--- config.mk ---
export PLATFORM = sky130hd
export DESIGN_NAME = calculator_token_lexer
export DESIGN_NICKNAME = d
export VERILOG_FILES = /design/src/rtl/core/calc_lex_pkg.sv /design/src/rtl/core/calculator_token_lexer.sv
export SDC_FILE = /design/constraint.sdc
export NUM_CORES = 1
export LEC_CHECK = 0
export BUFFER_PORTS_ARGS = -buffer_cell sky130_fd_sc_hd__buf_2
export CAP_MARGIN = 20
export CORE_UTILIZATION = 58
export CTS_BUF_LIST = sky130_fd_sc_hd__clkbuf_8
export CTS_CLUSTER_DIAMETER = 50
export DETAILED_ROUTE_END_ITERATION = 10
export PLACE_DENSITY_LB_ADDON = 0.2
export SLEW_MARGIN = 20
export SYNTH_ARGS = -nofsm -noshare
export SYNTH_HDL_FRONTEND = slang
export SYNTH_SLANG_ARGS = --single-unit
export TNS_END_PERCENT = 100
--- constraint.sdc ---
create_clock -name clk -period 4.25 [get_ports clk]
set_input_delay 0.6375 -clock clk [delete_from_list [all_inputs] [get_ports clk]]
set_output_delay 0.6375 -clock clk [all_outputs]
set_load 0.005 [all_outputs]
--- src/rtl/core/calc_lex_pkg.sv ---
`timescale 1ns / 1ps
`default_nettype none

package calc_lex_pkg;

  localparam int OFFSET_BITS = 16;
  localparam int KIND_BITS   = 4;
  localparam int MODE_BITS   = 2;

  typedef logic [OFFSET_BITS-1:0] offset_t;
  typedef logic [KIND_BITS-1:0]   kind_t;
  typedef logic [MODE_BITS-1:0]   mode_t;

  localparam offset_t POS_MAX = {OFFSET_BITS{1'b1}};

  localparam kind_t K_END    = 4'd0;
  localparam kind_t K_PLUS   = 4'd1;
  localparam kind_t K_MINUS  = 4'd2;
  localparam kind_t K_MULT   = 4'd3;
  localparam kind_t K_DIV    = 4'd4;
  localparam kind_t K_EQUAL  = 4'd5;
  localparam kind_t K_SEMI   = 4'd6;
  localparam kind_t K_LBR    = 4'd7;
  localparam kind_t K_RBR    = 4'd8;
  localparam kind_t K_NUMBER = 4'd9;
  localparam kind_t K_ID     = 4'd10;
  localparam kind_t K_ERROR  = 4'd11;

  localparam mode_t M_IDLE = 2'd0;
  localparam mode_t M_NUM  = 2'd1;
  localparam mode_t M_ID   = 2'd2;
  localparam mode_t M_ERR  = 2'd3;

  localparam logic [7:0] C_PLUS  = 8'h2B;
  localparam logic [7:0] C_MINUS = 8'h2D;
  localparam logic [7:0] C_MULT  = 8'h2A;
  localparam logic [7:0] C_DIV   = 8'h2F;
  localparam logic [7:0] C_EQUAL = 8'h3D;
  localparam logic [7:0] C_SEMI  = 8'h3B;
  localparam logic [7:0] C_LBR   = 8'h28;
  localparam logic [7:0] C_RBR   = 8'h29;
  localparam logic [7:0] C_DOT   = 8'h2E;
  localparam logic [7:0] C_UNDER = 8'h5F;
  localparam logic [7:0] C_ZERO  = 8'h30;
  localparam logic [7:0] C_NINE  = 8'h39;
  localparam logic [7:0] C_SPACE = 8'h20;
  localparam logic [7:0] C_TAB   = 8'h09;
  localparam logic [7:0] C_CR    = 8'h0D;
  localparam logic [7:0] C_LC_A  = 8'h61;
  localparam logic [7:0] C_LC_Z  = 8'h7A;
  localparam logic [7:0] C_UC_A  = 8'h41;
  localparam logic [7:0] C_UC_Z  = 8'h5A;

  typedef struct packed {
    kind_t   kind;
    offset_t start;
    offset_t length;
    logic    last;
  } token_t;

  function automatic logic is_digit(input logic [7:0] c);
    return (c >= C_ZERO) && (c <= C_NINE);
  endfunction

  function automatic logic is_letter(input logic [7:0] c);
    return ((c >= C_LC_A) && (c <= C_LC_Z)) || ((c >= C_UC_A) && (c <= C_UC_Z));
  endfunction

  function automatic logic is_idc(input logic [7:0] c);
    return is_letter(c) || is_digit(c) || (c == C_UNDER);
  endfunction

  function automatic logic is_space(input logic [7:0] c);
    return (c == C_SPACE) || ((c >= C_TAB) && (c <= C_CR));
  endfunction

  function automatic kind_t punct_kind(input logic [7:0] c);
    kind_t k;
    case (c)
      C_PLUS:  k = K_PLUS;
      C_MINUS: k = K_MINUS;
      C_MULT:  k = K_MULT;
      C_DIV:   k = K_DIV;
      C_EQUAL: k = K_EQUAL;
      C_SEMI:  k = K_SEMI;
      C_LBR:   k = K_LBR;
      C_RBR:   k = K_RBR;
      default: k = K_ERROR;
    endcase
    return k;
  endfunction

endpackage

`default_nettype wire

--- src/rtl/core/calculator_token_lexer.sv ---
`timescale 1ns / 1ps
`default_nettype none

// Streaming lexer for calculator expressions. Each accepted transaction carries one
// text byte or the end mark; tokens come out as kind, start offset and length, with
// last set on the final token that a transaction causes. A byte is classified and
// the lexer state updated in the cycle it is accepted, so one byte is taken every
// cycle that input is not held off; a byte that closes a token and also forms a
// one-byte token gives two tokens, as does the end mark with a token open. Tokens
// wait in a four-entry result queue and input is held off only while fewer than
// two entries are free, so the sustained rate is one byte per cycle as long as the
// queue keeps two entries free. Offsets saturate at all ones; the end mark returns
// the lexer to offset zero.
module calculator_token_lexer (
  input  wire                                clk,
  input  wire                                rst,
  input  wire                                in_valid,
  output logic                               in_stall,
  input  wire  [7:0]                         ch,
  input  wire                                end_of_text,
  output logic                               out_valid,
  input  wire                                out_stall,
  output logic [calc_lex_pkg::KIND_BITS-1:0] kind,
  output logic [calc_lex_pkg::OFFSET_BITS-1:0] start_res,
  output logic [calc_lex_pkg::OFFSET_BITS-1:0] length,
  output logic                               last
);

  calc_lex_pkg::mode_t   mode, mode_next;
  calc_lex_pkg::offset_t position, position_next;
  calc_lex_pkg::offset_t token_start, token_start_next;
  logic number_valid, number_valid_next;
  logic seen_dot, seen_dot_next;
  logic prev_was_dot, prev_was_dot_next;
  logic head_was_zero, head_was_zero_next;

  calc_lex_pkg::token_t fifo [4];
  logic [1:0] wr_ptr, rd_ptr;
  logic [2:0] cnt;

  calc_lex_pkg::token_t tok_close, tok_put, res0, res1;
  logic put_close, put_start;
  logic [1:0] n_res;
  logic in_fire, out_fire;
  logic c_digit, c_dot, c_idc;
  logic do_close, do_start;

  assign in_fire  = in_valid && !in_stall;
  assign out_fire = out_valid && !out_stall;
  assign in_stall = (cnt > 3'd2);
  assign out_valid = (cnt != 3'd0);

  assign c_digit = calc_lex_pkg::is_digit(ch);
  assign c_dot   = (ch == calc_lex_pkg::C_DOT);
  assign c_idc   = calc_lex_pkg::is_idc(ch);

  always_comb begin
    mode_next          = mode;
    position_next      = position;
    token_start_next   = token_start;
    number_valid_next  = number_valid;
    seen_dot_next      = seen_dot;
    prev_was_dot_next  = prev_was_dot;
    head_was_zero_next = head_was_zero;
    do_close  = 1'b0;
    do_start  = 1'b0;
    put_close = 1'b0;
    put_start = 1'b0;

    tok_close.start  = token_start;
    tok_close.length = position - token_start;
    tok_close.last   = 1'b0;
    case (mode)
      calc_lex_pkg::M_NUM:
        tok_close.kind = (number_valid && !prev_was_dot) ? calc_lex_pkg::K_NUMBER
                                                         : calc_lex_pkg::K_ERROR;
      calc_lex_pkg::M_ID: tok_close.kind = calc_lex_pkg::K_ID;
      default:            tok_close.kind = calc_lex_pkg::K_ERROR;
    endcase

    tok_put.kind   = calc_lex_pkg::punct_kind(ch);
    tok_put.start  = position;
    tok_put.length = calc_lex_pkg::offset_t'(1);
    tok_put.last   = 1'b0;

    if (end_of_text) begin
      put_close      = (mode != calc_lex_pkg::M_IDLE);
      put_start      = 1'b1;
      tok_put.kind   = calc_lex_pkg::K_END;
      tok_put.length = '0;
      mode_next          = calc_lex_pkg::M_IDLE;
      position_next      = '0;
      token_start_next   = '0;
      number_valid_next  = 1'b0;
      seen_dot_next      = 1'b0;
      prev_was_dot_next  = 1'b0;
      head_was_zero_next = 1'b0;
    end else begin
      case (mode)
        calc_lex_pkg::M_NUM: begin
          if (c_digit || c_dot) begin
            if (head_was_zero && c_digit) number_valid_next = 1'b0;
            head_was_zero_next = 1'b0;
            if (c_dot) begin
              if (seen_dot) number_valid_next = 1'b0;
              seen_dot_next = 1'b1;
            end
            prev_was_dot_next = c_dot;
          end else if (c_idc) begin
            mode_next          = calc_lex_pkg::M_ERR;
            head_was_zero_next = 1'b0;
          end else begin
            do_close = 1'b1;
            do_start = 1'b1;
          end
        end
        calc_lex_pkg::M_ID, calc_lex_pkg::M_ERR: begin
          if (!c_idc) begin
            do_close = 1'b1;
            do_start = 1'b1;
          end
        end
        default: do_start = 1'b1;
      endcase

      if (do_close) begin
        put_close          = 1'b1;
        mode_next          = calc_lex_pkg::M_IDLE;
        head_was_zero_next = 1'b0;
      end

      if (do_start && !calc_lex_pkg::is_space(ch)) begin
        if (tok_put.kind != calc_lex_pkg::K_ERROR) begin
          put_start = 1'b1;
        end else if (c_digit || c_dot) begin
          mode_next          = calc_lex_pkg::M_NUM;
          token_start_next   = position;
          number_valid_next  = c_digit;
          seen_dot_next      = 1'b0;
          prev_was_dot_next  = c_dot;
          head_was_zero_next = (ch == calc_lex_pkg::C_ZERO);
        end else if (c_idc) begin
          mode_next        = calc_lex_pkg::M_ID;
          token_start_next = position;
        end else begin
          put_start = 1'b1;
        end
      end

      if (position != calc_lex_pkg::POS_MAX) position_next = position + 1'b1;
    end

    res0      = put_close ? tok_close : tok_put;
    res0.last = !(put_close && put_start);
    res1      = tok_put;
    res1.last = 1'b1;
    n_res     = {1'b0, put_close} + {1'b0, put_start};
  end

  always_ff @(posedge clk) begin
    if (rst) begin
      mode          <= calc_lex_pkg::M_IDLE;
      position      <= '0;
      token_start   <= '0;
      number_valid  <= 1'b0;
      seen_dot      <= 1'b0;
      prev_was_dot  <= 1'b0;
      head_was_zero <= 1'b0;
      wr_ptr        <= '0;
      rd_ptr        <= '0;
      cnt           <= '0;
    end else begin
      if (in_fire) begin
        mode          <= mode_next;
        position      <= position_next;
        token_start   <= token_start_next;
        number_valid  <= number_valid_next;
        seen_dot      <= seen_dot_next;
        prev_was_dot  <= prev_was_dot_next;
        head_was_zero <= head_was_zero_next;
        wr_ptr        <= wr_ptr + n_res;
      end
      if (out_fire) rd_ptr <= rd_ptr + 2'd1;
      cnt <= cnt + (in_fire ? {1'b0, n_res} : 3'd0) - (out_fire ? 3'd1 : 3'd0);
    end
  end

  always_ff @(posedge clk) begin
    if (in_fire && (n_res != 2'd0)) fifo[wr_ptr] <= res0;
    if (in_fire && (n_res == 2'd2)) fifo[wr_ptr + 2'd1] <= res1;
  end

  assign kind      = fifo[rd_ptr].kind;
  assign start_res = fifo[rd_ptr].start;
  assign length    = fifo[rd_ptr].length;
  assign last      = fifo[rd_ptr].last;

  a_queue_bound: assert property (@(posedge clk) disable iff (rst) cnt <= 3'd4)
    else $error("result queue overfilled");

  a_end_resets: assert property (@(posedge clk) disable iff (rst)
    in_fire && end_of_text |=> mode == calc_lex_pkg::M_IDLE && position == '0)
    else $error("end mark did not return lexer to start");

  a_pos_step: assert property (@(posedge clk) disable iff (rst)
    in_fire && !end_of_text && position != calc_lex_pkg::POS_MAX
    |=> position == $past(position) + 1'b1)
    else $error("offset did not advance");

endmodule

`default_nettype wire
==> reports/qor.csv, run 1 <==
metric,value,unit
netlist.area_leader.share,23.8,%
fin_worst_skew,12.2,ps
final_layout_size_suffix_gt1_share,16.5,%
ys_warn_count,0,
pre_cts_slack,267,ps
slew_viol_final,0,
diodes,0,
power_density,383,mW/mm²
tns,0,ps
routed_wl,28600,µm
max_slew.worst_pin.slew,962,ps
cts.clk_slew.worst_paths,100,ps
crit_fanout,10,
maxSlewHeadroom,35.9,%
grt_max_degree,90,
outcome,completed,
end_kind,flop,
p_sw,1.32,mW
clkLatencyLatePin,470,ps
cp-start-kind,flop,
fin_util,64.2,%
synth_flop_cell,dfxtp_1,
path_class,flop to flop,
finalHoldViolations,0,
rsz0062_at_grt,false,
fmax,0.282,GHz
required,4600,ps
p_sw_share,29.9,%
p_seq_share,49.3,%
fp.dieW,137,µm
leakagePower,3.91,nW
yosys-top-cells-area,"edfxtp_1 (24%), dfxtp_1 (21%), mux4_2 (7.9%)",
via_per_inst,6.74,
min_period_over_period,83.5,%
rows,49,
n_fill_cell,1454,
yosysSeqAreaShare,44.8,%
synthCells,1054,
io_buffers,51,
layout.nets,1115,
grt_pass1_vias,8326,
cts.htree.levels,4,
die_h,137,µm
synth-seq-cells,195,
antenna_found_initial,0,
p_comb_share,21.7,%
core_area,0.0180,mm²
first_iter_violations,916,
hpwlAfterDp,18900,µm
die-area,0.0188,mm²
grt_pass1_wl,44900,µm
irDropWorstVdd,0.357,mV
cts_inserted_buffers,17,
ant_nets,0,
cts_buffer_depth,2,
globalplace.congestion,0.872,
synth_nets,1099,
num_vias,8849,
maxCapViolCount,0,
post-synth-top-area-cell,edfxtp_1,
num_io_pins,52,
fin_crit,3550,ps
drtPass1Iterations,6,
grt_overflow,0,
synth_cell_types,67,
holdCritPathClass,flop to flop,
finalSetupViolCount,0,
cp_data_arrival_time,3900,ps
final_cell_mix,"nand2_1 (181), dfxtp_1 (109), edfxtp_1 (84)",
p_int,3.10,mW
layout_commonest_cell,nand2_1,
avgSynthCellArea,10.1,µm²
p_clk_share,29.0,%
postCtsResizedCells,0,
cts_hold_buf,0,
drc_errors,0,
clock_sinks,195,
start_util,59.0,%
layout_setup_ws,703,ps
area_growth,8.73,%
postCtsSetupRepairBufs,0,
synth_area,0.0106,mm²
cts_tree,built,
grt.total_usage,31.7,%
synth_edf_count,84,
root_buffer,clkbuf_8,
async_reset_ff_share,0,%
routedWlPerCell,21.8,µm
-- cell families after synthesis --
logic type | after synthesis | share of synthesized area [%]
AO/OA/AOI/OAI | 295 | 21.7
multiplexers | 40 | 8.14
buffers and inverters | 132 | 5.02
AND/OR/NAND/NOR | 333 | 14.2
flip-flops | 195 | 44.8
XOR/XNOR | 27 | 2.23
adder cells (fa/ha/maj) | 32 | 3.92
-- sequential cells by signal, indices dropped and copies added (netlist names), named ones only --
name / cells
cnt: 3
mode: 2
position: 16
token_start: 16
prev_was_dot: 1
fifo: 148
wr_ptr: 2
head_was_zero: 1
number_valid: 1
seen_dot: 1
rd_ptr: 2
-- synth_stat cells, drive strengths merged, types with 16 or more instances --
master / number
edfxtp: 84
ha: 30
buf: 29
a32o: 26
nor2: 52
a2111oi: 17
a22o: 24
clkbuf: 61
nand3: 17
a21oi: 42
dfxtp: 111
mux4: 37
nand2: 181
inv: 42
o221ai: 65
o21ai: 45
a221o: 16
-- worst max-delay path, stage by stage, from the launching register on --
cell     delay (ps)
dfxtp_1         440
inv_1           140
ha_1            330
or3_1           450
o311a_4         180
a21oi_4         190
nor2_4           60
ha_1            330
nand2_1          50
ha_1            270
inv_1            60
ha_1            130
inv_1            40
fa_1            370
xnor2_1         190
xnor2_1         140
nor2_1           50
-- through the flow --
step	std cells	power (mW)	hold WS, ps	instance area (µm²)
final	1312	4.41	457	11500
after global routing	1312	4.59	491	11500
after CTS	1312	4.43	462	11500
after detailed placement	1280	3.18	438	11100
after global placement	1280	3.16	430	11100
after floorplan	1054	2.80	420	10600
-- cell type report --
cell class | count | area [µm²] | share of cell area [%]
Multi-Input combinational cell | 727 | 5350 | 46.4
Sequential cell | 195 | 4750 | 41.2
Timing Repair Buffer | 87 | 576 | 4.99
Tap cell | 229 | 287 | 2.49
Clock buffer | 17 | 234 | 2.03
Clock inverter | 15 | 175 | 1.52
Inverter | 42 | 158 | 1.37
-- power by group through the flow --
stage | Clock, mW | Sequential, mW | Combinational, mW
finish | 1.28 | 2.18 | 0.958
global route | 1.36 | 2.19 | 1.04
CTS | 1.29 | 2.18 | 0.958
detailed placement | 0 | 2.22 | 0.954
global placement | 0 | 2.22 | 0.946
floorplan | 0 | 2.14 | 0.666
-- per-layer routing --
layer / part of all wire, % / wire [µm] / up-vias / track usage (%)
met5: 0 / 0 / - / 0
met4: 3.1 / 877 / 0 / 13.8
met3: 7.8 / 2240 / 79 / 6.40
met2: 48 / 13700 / 445 / 50.9
met1: 41 / 11800 / 4267 / 41.7
li1: - / - / 4058 / -
-- final timing paths --
kind | startpoint | to | slack, ps | depth (start not counted)
setup reg to reg | mode[1]$_SDFFE_PP0P_ | cnt[2]$_SDFF_PP0_ | 700 | 16
hold / removal | fifo[3][14]$_SDFFE_PP0P_ | fifo[3][14]$_SDFFE_PP0P_ | 460 | 2
setup / recovery | mode[1]$_SDFFE_PP0P_ | cnt[2]$_SDFF_PP0_ | 700 | 16
hold reg to reg | fifo[3][14]$_SDFFE_PP0P_ | fifo[3][14]$_SDFFE_PP0P_ | 460 | 2
Note: power is estimated with default switching activity, not from simulation.
==> inputs of run 2 (changes only) <==
- clock period: 4.25 -> 3.1 ns (I/O delays scaled with it)
==> run 2 against run 1 <==
Compared with the run above: combinational power rose by 63%; critical path depth is 2 lower; wire length up 4.0%; via count grew 4.6%; final cell count rose by 7.0%; highest routed layer unchanged.
==> reports/qor.csv, run 2 (synthesized netlist as in run 1, its figures left out) <==
metric,value,unit
outcome,completed,
min_path_cells,2,
crit_fanout,6,
io_buffers,51,
fin_util,70.5,%
fp.dieW,137,µm
root_buffer,clkbuf_8,
start_util,59.0,%
via_per_inst,6.59,
cts_inserted_buffers,17,
num_vias,9257,
grt_pass1_vias,8687,
max_slew.worst_pin.slew,715,ps
die_h,137,µm
grt.total_usage,32.8,%
hold_start,rst,
cts_hold_buf,0,
drtPass1Iterations,7,
r2r-start,mode[0]$_SDFFE_PP0P_,
routed_wl,29800,µm
first_iter_violations,1152,
maxCapViolCount,0,
fin_crit,3010,ps
routedWlPerCell,21.2,µm
end_kind,flop,
irDropWorstVdd,0.521,mV
largest_reg_flops,148,
antenna_found_initial,0,
cp-start-kind,flop,
area_growth,19.5,%
cts_buffer_depth,2,
required,3330,ps
die-area,0.0188,mm²
leakagePower,4.41,nW
core_area,0.0180,mm²
globalplace.congestion,0.914,
grt_max_degree,65,
fin_worst_skew,16.3,ps
drc_errors,0,
power_density,498,mW/mm²
clkLatencyLatePin,470,ps
layout_commonest_cell,nand2_1,
grt_overflow,0,
finalHoldViolations,0,
cts.clk_slew.worst_paths,100,ps
grt_pass1_wl,46900,µm
layout.nets,1207,
rrSetupSlack,90,ps
maxSlewHeadroom,52.3,%
fmax,0.332,GHz
holdCritPathClass,input pin to flop,
slew_viol_final,0,
final_cell_mix,"nand2_1 (180), buf_4 (109), dfxtp_1 (107)",
hpwlAfterDp,21000,µm
top_register,fifo,
r2r-end,fifo[2][36]$_DFFE_PP_,
ant_nets,0,
path_class,flop to flop,
dp.cells,1368,
cts.htree.levels,4,
top_regs,"fifo: 148 flops, position: 16 flops, token_start: 16 flops",
min_period_over_period,97.0,%
diodes,0,
finalSetupViolCount,0,
r2r_cells,14,
rows,49,
clock_sinks,195,
layoutNonFillerInstCount,1404,
cp_data_arrival_time,3240,ps
final_layout_size_suffix_gt1_share,26.3,%
worst_hold_slack,378,ps
worstHoldEndpoint,rd_ptr[0]$_SDFFE_PP0P_,
num_io_pins,52,
cts_tree,built,
## run 2: area by class of cell
cell class / count / area, µm²
Clock buffer: 19 / 262
Clock inverter: 13 / 160
Fill cell: 1319 / 5300
Inverter: 42 / 173
Multi-Input combinational cell: 727 / 5590
Sequential cell: 195 / 4750
Tap cell: 229 / 287
Timing Repair Buffer: 179 / 1450
## run 2: routing by layer
layer / GRT usage [%] / vias to the layer above / part of all wire [%]
met1: 42.8 / 4501 / 41
met4: 11.7 / 0 / 2.4
met3: 4.86 / 64 / 6.6
li1: - / 4255 / -
met5: 0 / - / 0
met2: 55.6 / 437 / 50
## run 2: where the power goes
group | internal, mW | leakage [nW] | switching, mW
Combinational | 0.759 | 2.52 | 0.797
Sequential | 2.84 | 1.66 | 0.143
Clock | 0.846 | 0.227 | 0.924
## run 2: how the worst max path moves through the flow
stage / end / cells past startpoint / start
after floorplan: cnt[2]$_SDFF_PP0_ / 17 / ch[5]
after global placement: cnt[2]$_SDFF_PP0_ / 16 / ch[6]
after detailed placement: cnt[2]$_SDFF_PP0_ / 16 / ch[6]
after CTS: cnt[2]$_SDFF_PP0_ / 16 / ch[6]
after global routing: cnt[2]$_SDFF_PP0_ / 16 / mode[0]$_SDFFE_PP0P_
final: fifo[2][36]$_DFFE_PP_ / 14 / mode[0]$_SDFFE_PP0P_
## run 2: what timing repair did
action,CTS,global route
endpoints found under the setup margin,45,5
gates resized for setup,4,18
buffers inserted,0,4
pin swaps,0,13
## run 2: stage by stage
stage,setup WS (ps),setup TNS (ps),power (mW),instance area [µm²]
floorplan,-651,-35250,3.95,11000
global placement,-580,-80510,4.54,12100
detailed placement,-626,-92970,4.56,12100
CTS,-63.4,-63.4,6.28,12600
global route,-23.5,-29.3,6.57,12700
finish,91.9,0,6.31,12700
## run 2: worst max-delay path: stages, from the launching register on
cell,delay (ps)
dfxtp_2,390
inv_2,50
ha_2,190
buf_4,150
o311a_4,410
a21oi_4,200
nor2_4,60
buf_4,160
inv_2,60
ha_2,330
nor3_4,90
buf_4,150
nor2_4,150
clkinvlp_4,180
buf_4,200
==> inputs of run 3 (changes only) <==
- CORE_MARGIN: not set -> 2
==> run 3 against run 2 <==
Compared with the run above: final cell count about the same; flip-flop and latch count unchanged; critical path depth rose by 2; sequential share of layout area up 0.16 points; register-to-register slack about the same; fmax down 0.52%; non-clock buffer count is 1 lower; worst setup slack got worse by 16 ps; largest power group unchanged.
==> reports/qor.csv, run 3 (synthesized netlist as in run 1, its figures left out) <==
metric,value,unit
outcome,completed,
cp-start-kind,input pin,
tns,0,ps
drtPass1Iterations,5,
pre_cts_slack,-668,ps
crit_slowest_cell,or4_4,
min_period_over_period,97.5,%
cts_buffer_depth,2,
rsz0062_at_grt,true,
end_kind,flop,
top_regs,"fifo: 148 flops, position: 16 flops, token_start: 16 flops",
top_register,fifo,
layout_commonest_cell,nand2_1,
die_h,139,µm
max_stage_delay,510,ps
worst_hold_slack,336,ps
drc_errors,0,
maxCapViolCount,0,
final_layout_size_suffix_gt1_share,26.3,%
path_class,input pin to flop,
antenna_found_initial,0,
layoutNonFillerInstCount,1403,
grt.total_usage,31.4,%
cp_cell_sequence,buf_2 > nand4bb_1 > or4_4 > o311a_4 > a21oi_4 > nor2_4 > ha_4 > nand2_4 > ha_4 > inv_2 > ha_4 > inv_2 > fa_2 > xnor2_2 > xnor2_1 > nor2_1,
dpl_cell_area,0.0121,mm²
io_buffers,51,
start_util,59.0,%
r2r_cells,16,
root_buffer,clkbuf_8,
diodes,0,
clkLatencyLatePin,490,ps
dr_wl_met3,2330,µm
final-seq-area,0.00475,mm²
n_fill_cell,1323,
cts.htree.levels,4,
fin_util,70.2,%
maxSlewHeadroom,51.7,%
slew_viol_final,0,
routedWlPerCell,21.4,µm
holdCritPathClass,input pin to flop,
required,3480,ps
ant_nets,0,
grt_pass1_vias,9032,
power_density,492,mW/mm²
num_vias,9271,
via_per_inst,6.61,
total_power,6.21,mW
globalplace.congestion,0.936,
max_slew.worst_pin.slew,724,ps
fmax,0.331,GHz
layout.nets,1206,
grt_pass1_wl,48300,µm
crit_family,adder cells,
hpwlAfterDp,20700,µm
num_io_pins,52,
fin_crit,3020,ps
finalHoldViolations,0,
cp.buffers_inverters,3,
dp.cells,1366,
leakagePower,4.38,nW
cp_data_arrival_time,3410,ps
multiInputGateArea,0.00558,mm²
cts_hold_buf,0,
die-area,0.0194,mm²
top_layer,met4,
cts_inserted_buffers,17,
rows,49,
clock_sinks,195,
first_iter_violations,1290,
cts_tree,built,
crit_fanout,3,
finalSetupViolCount,0,
cp_num_cells,16,
met2WireLength,14700,µm
min_path_cells,2,
grt_overflow,0,
crit_top_cell,ha_4,
fp.dieW,139,µm
finalInstanceArea,0.0126,mm²
final_cell_mix,"nand2_1 (180), buf_4 (108), dfxtp_1 (107)",
grt_max_degree,65,
irDropWorstVdd,0.647,mV
area_growth,19.0,%
layout_setup_ws,76.2,ps
routed_wl,30000,µm
wl_met1,12000,µm
fin_worst_skew,18.2,ps
largest_reg_flops,148,
core_area,0.0180,mm²
cts.clk_slew.worst_paths,120,ps
==> run 3: report_power, final <==
part	internal [mW]	leakage, nW	switching, mW	total [mW]
combinational	0.778	2.52	0.868	1.65
sequential	2.84	1.66	0.0783	2.91
clock	0.663	0.201	0.985	1.65
==> run 3: timing repair <==
action / 4_1_cts / 5_1_grt
pin swaps: 6 / 11
endpoints found under the setup margin: 1 / 93
setup buffers: 2 / 3
resized for setup: 8 / 14
==> run 3: final timing paths <==
path | slack (ps) | startpoint | endpoint
worst min register to register | 460 | fifo[1][14]$_SDFFE_PP0P_ | fifo[1][14]$_SDFFE_PP0P_
worst max register to register | 90 | mode[0]$_SDFFE_PP0P_ | cnt[2]$_SDFF_PP0_
worst min-delay path | 340 | rst | cnt[2]$_SDFF_PP0_
worst max-delay path | 80 | ch[6] | cnt[2]$_SDFF_PP0_
==> run 3: layout make-up <==
| class | instances | share of cell area (%) |
|---|---|---|
| Inverter | 42 | 1.37 |
| Clock inverter | 15 | 1.16 |
| Multi-Input combinational cell | 727 | 44.2 |
| Clock buffer | 17 | 1.86 |
| Tap cell | 229 | 2.27 |
| Timing Repair Buffer | 178 | 11.4 |
| Sequential cell | 195 | 37.7 |
==> run 3: per-layer routing <==
layer,track usage [%],up-vias
met3,5.21,73
li1,-,4250
met4,12.9,0
met5,0,-
met2,52.5,513
met1,41.1,4435
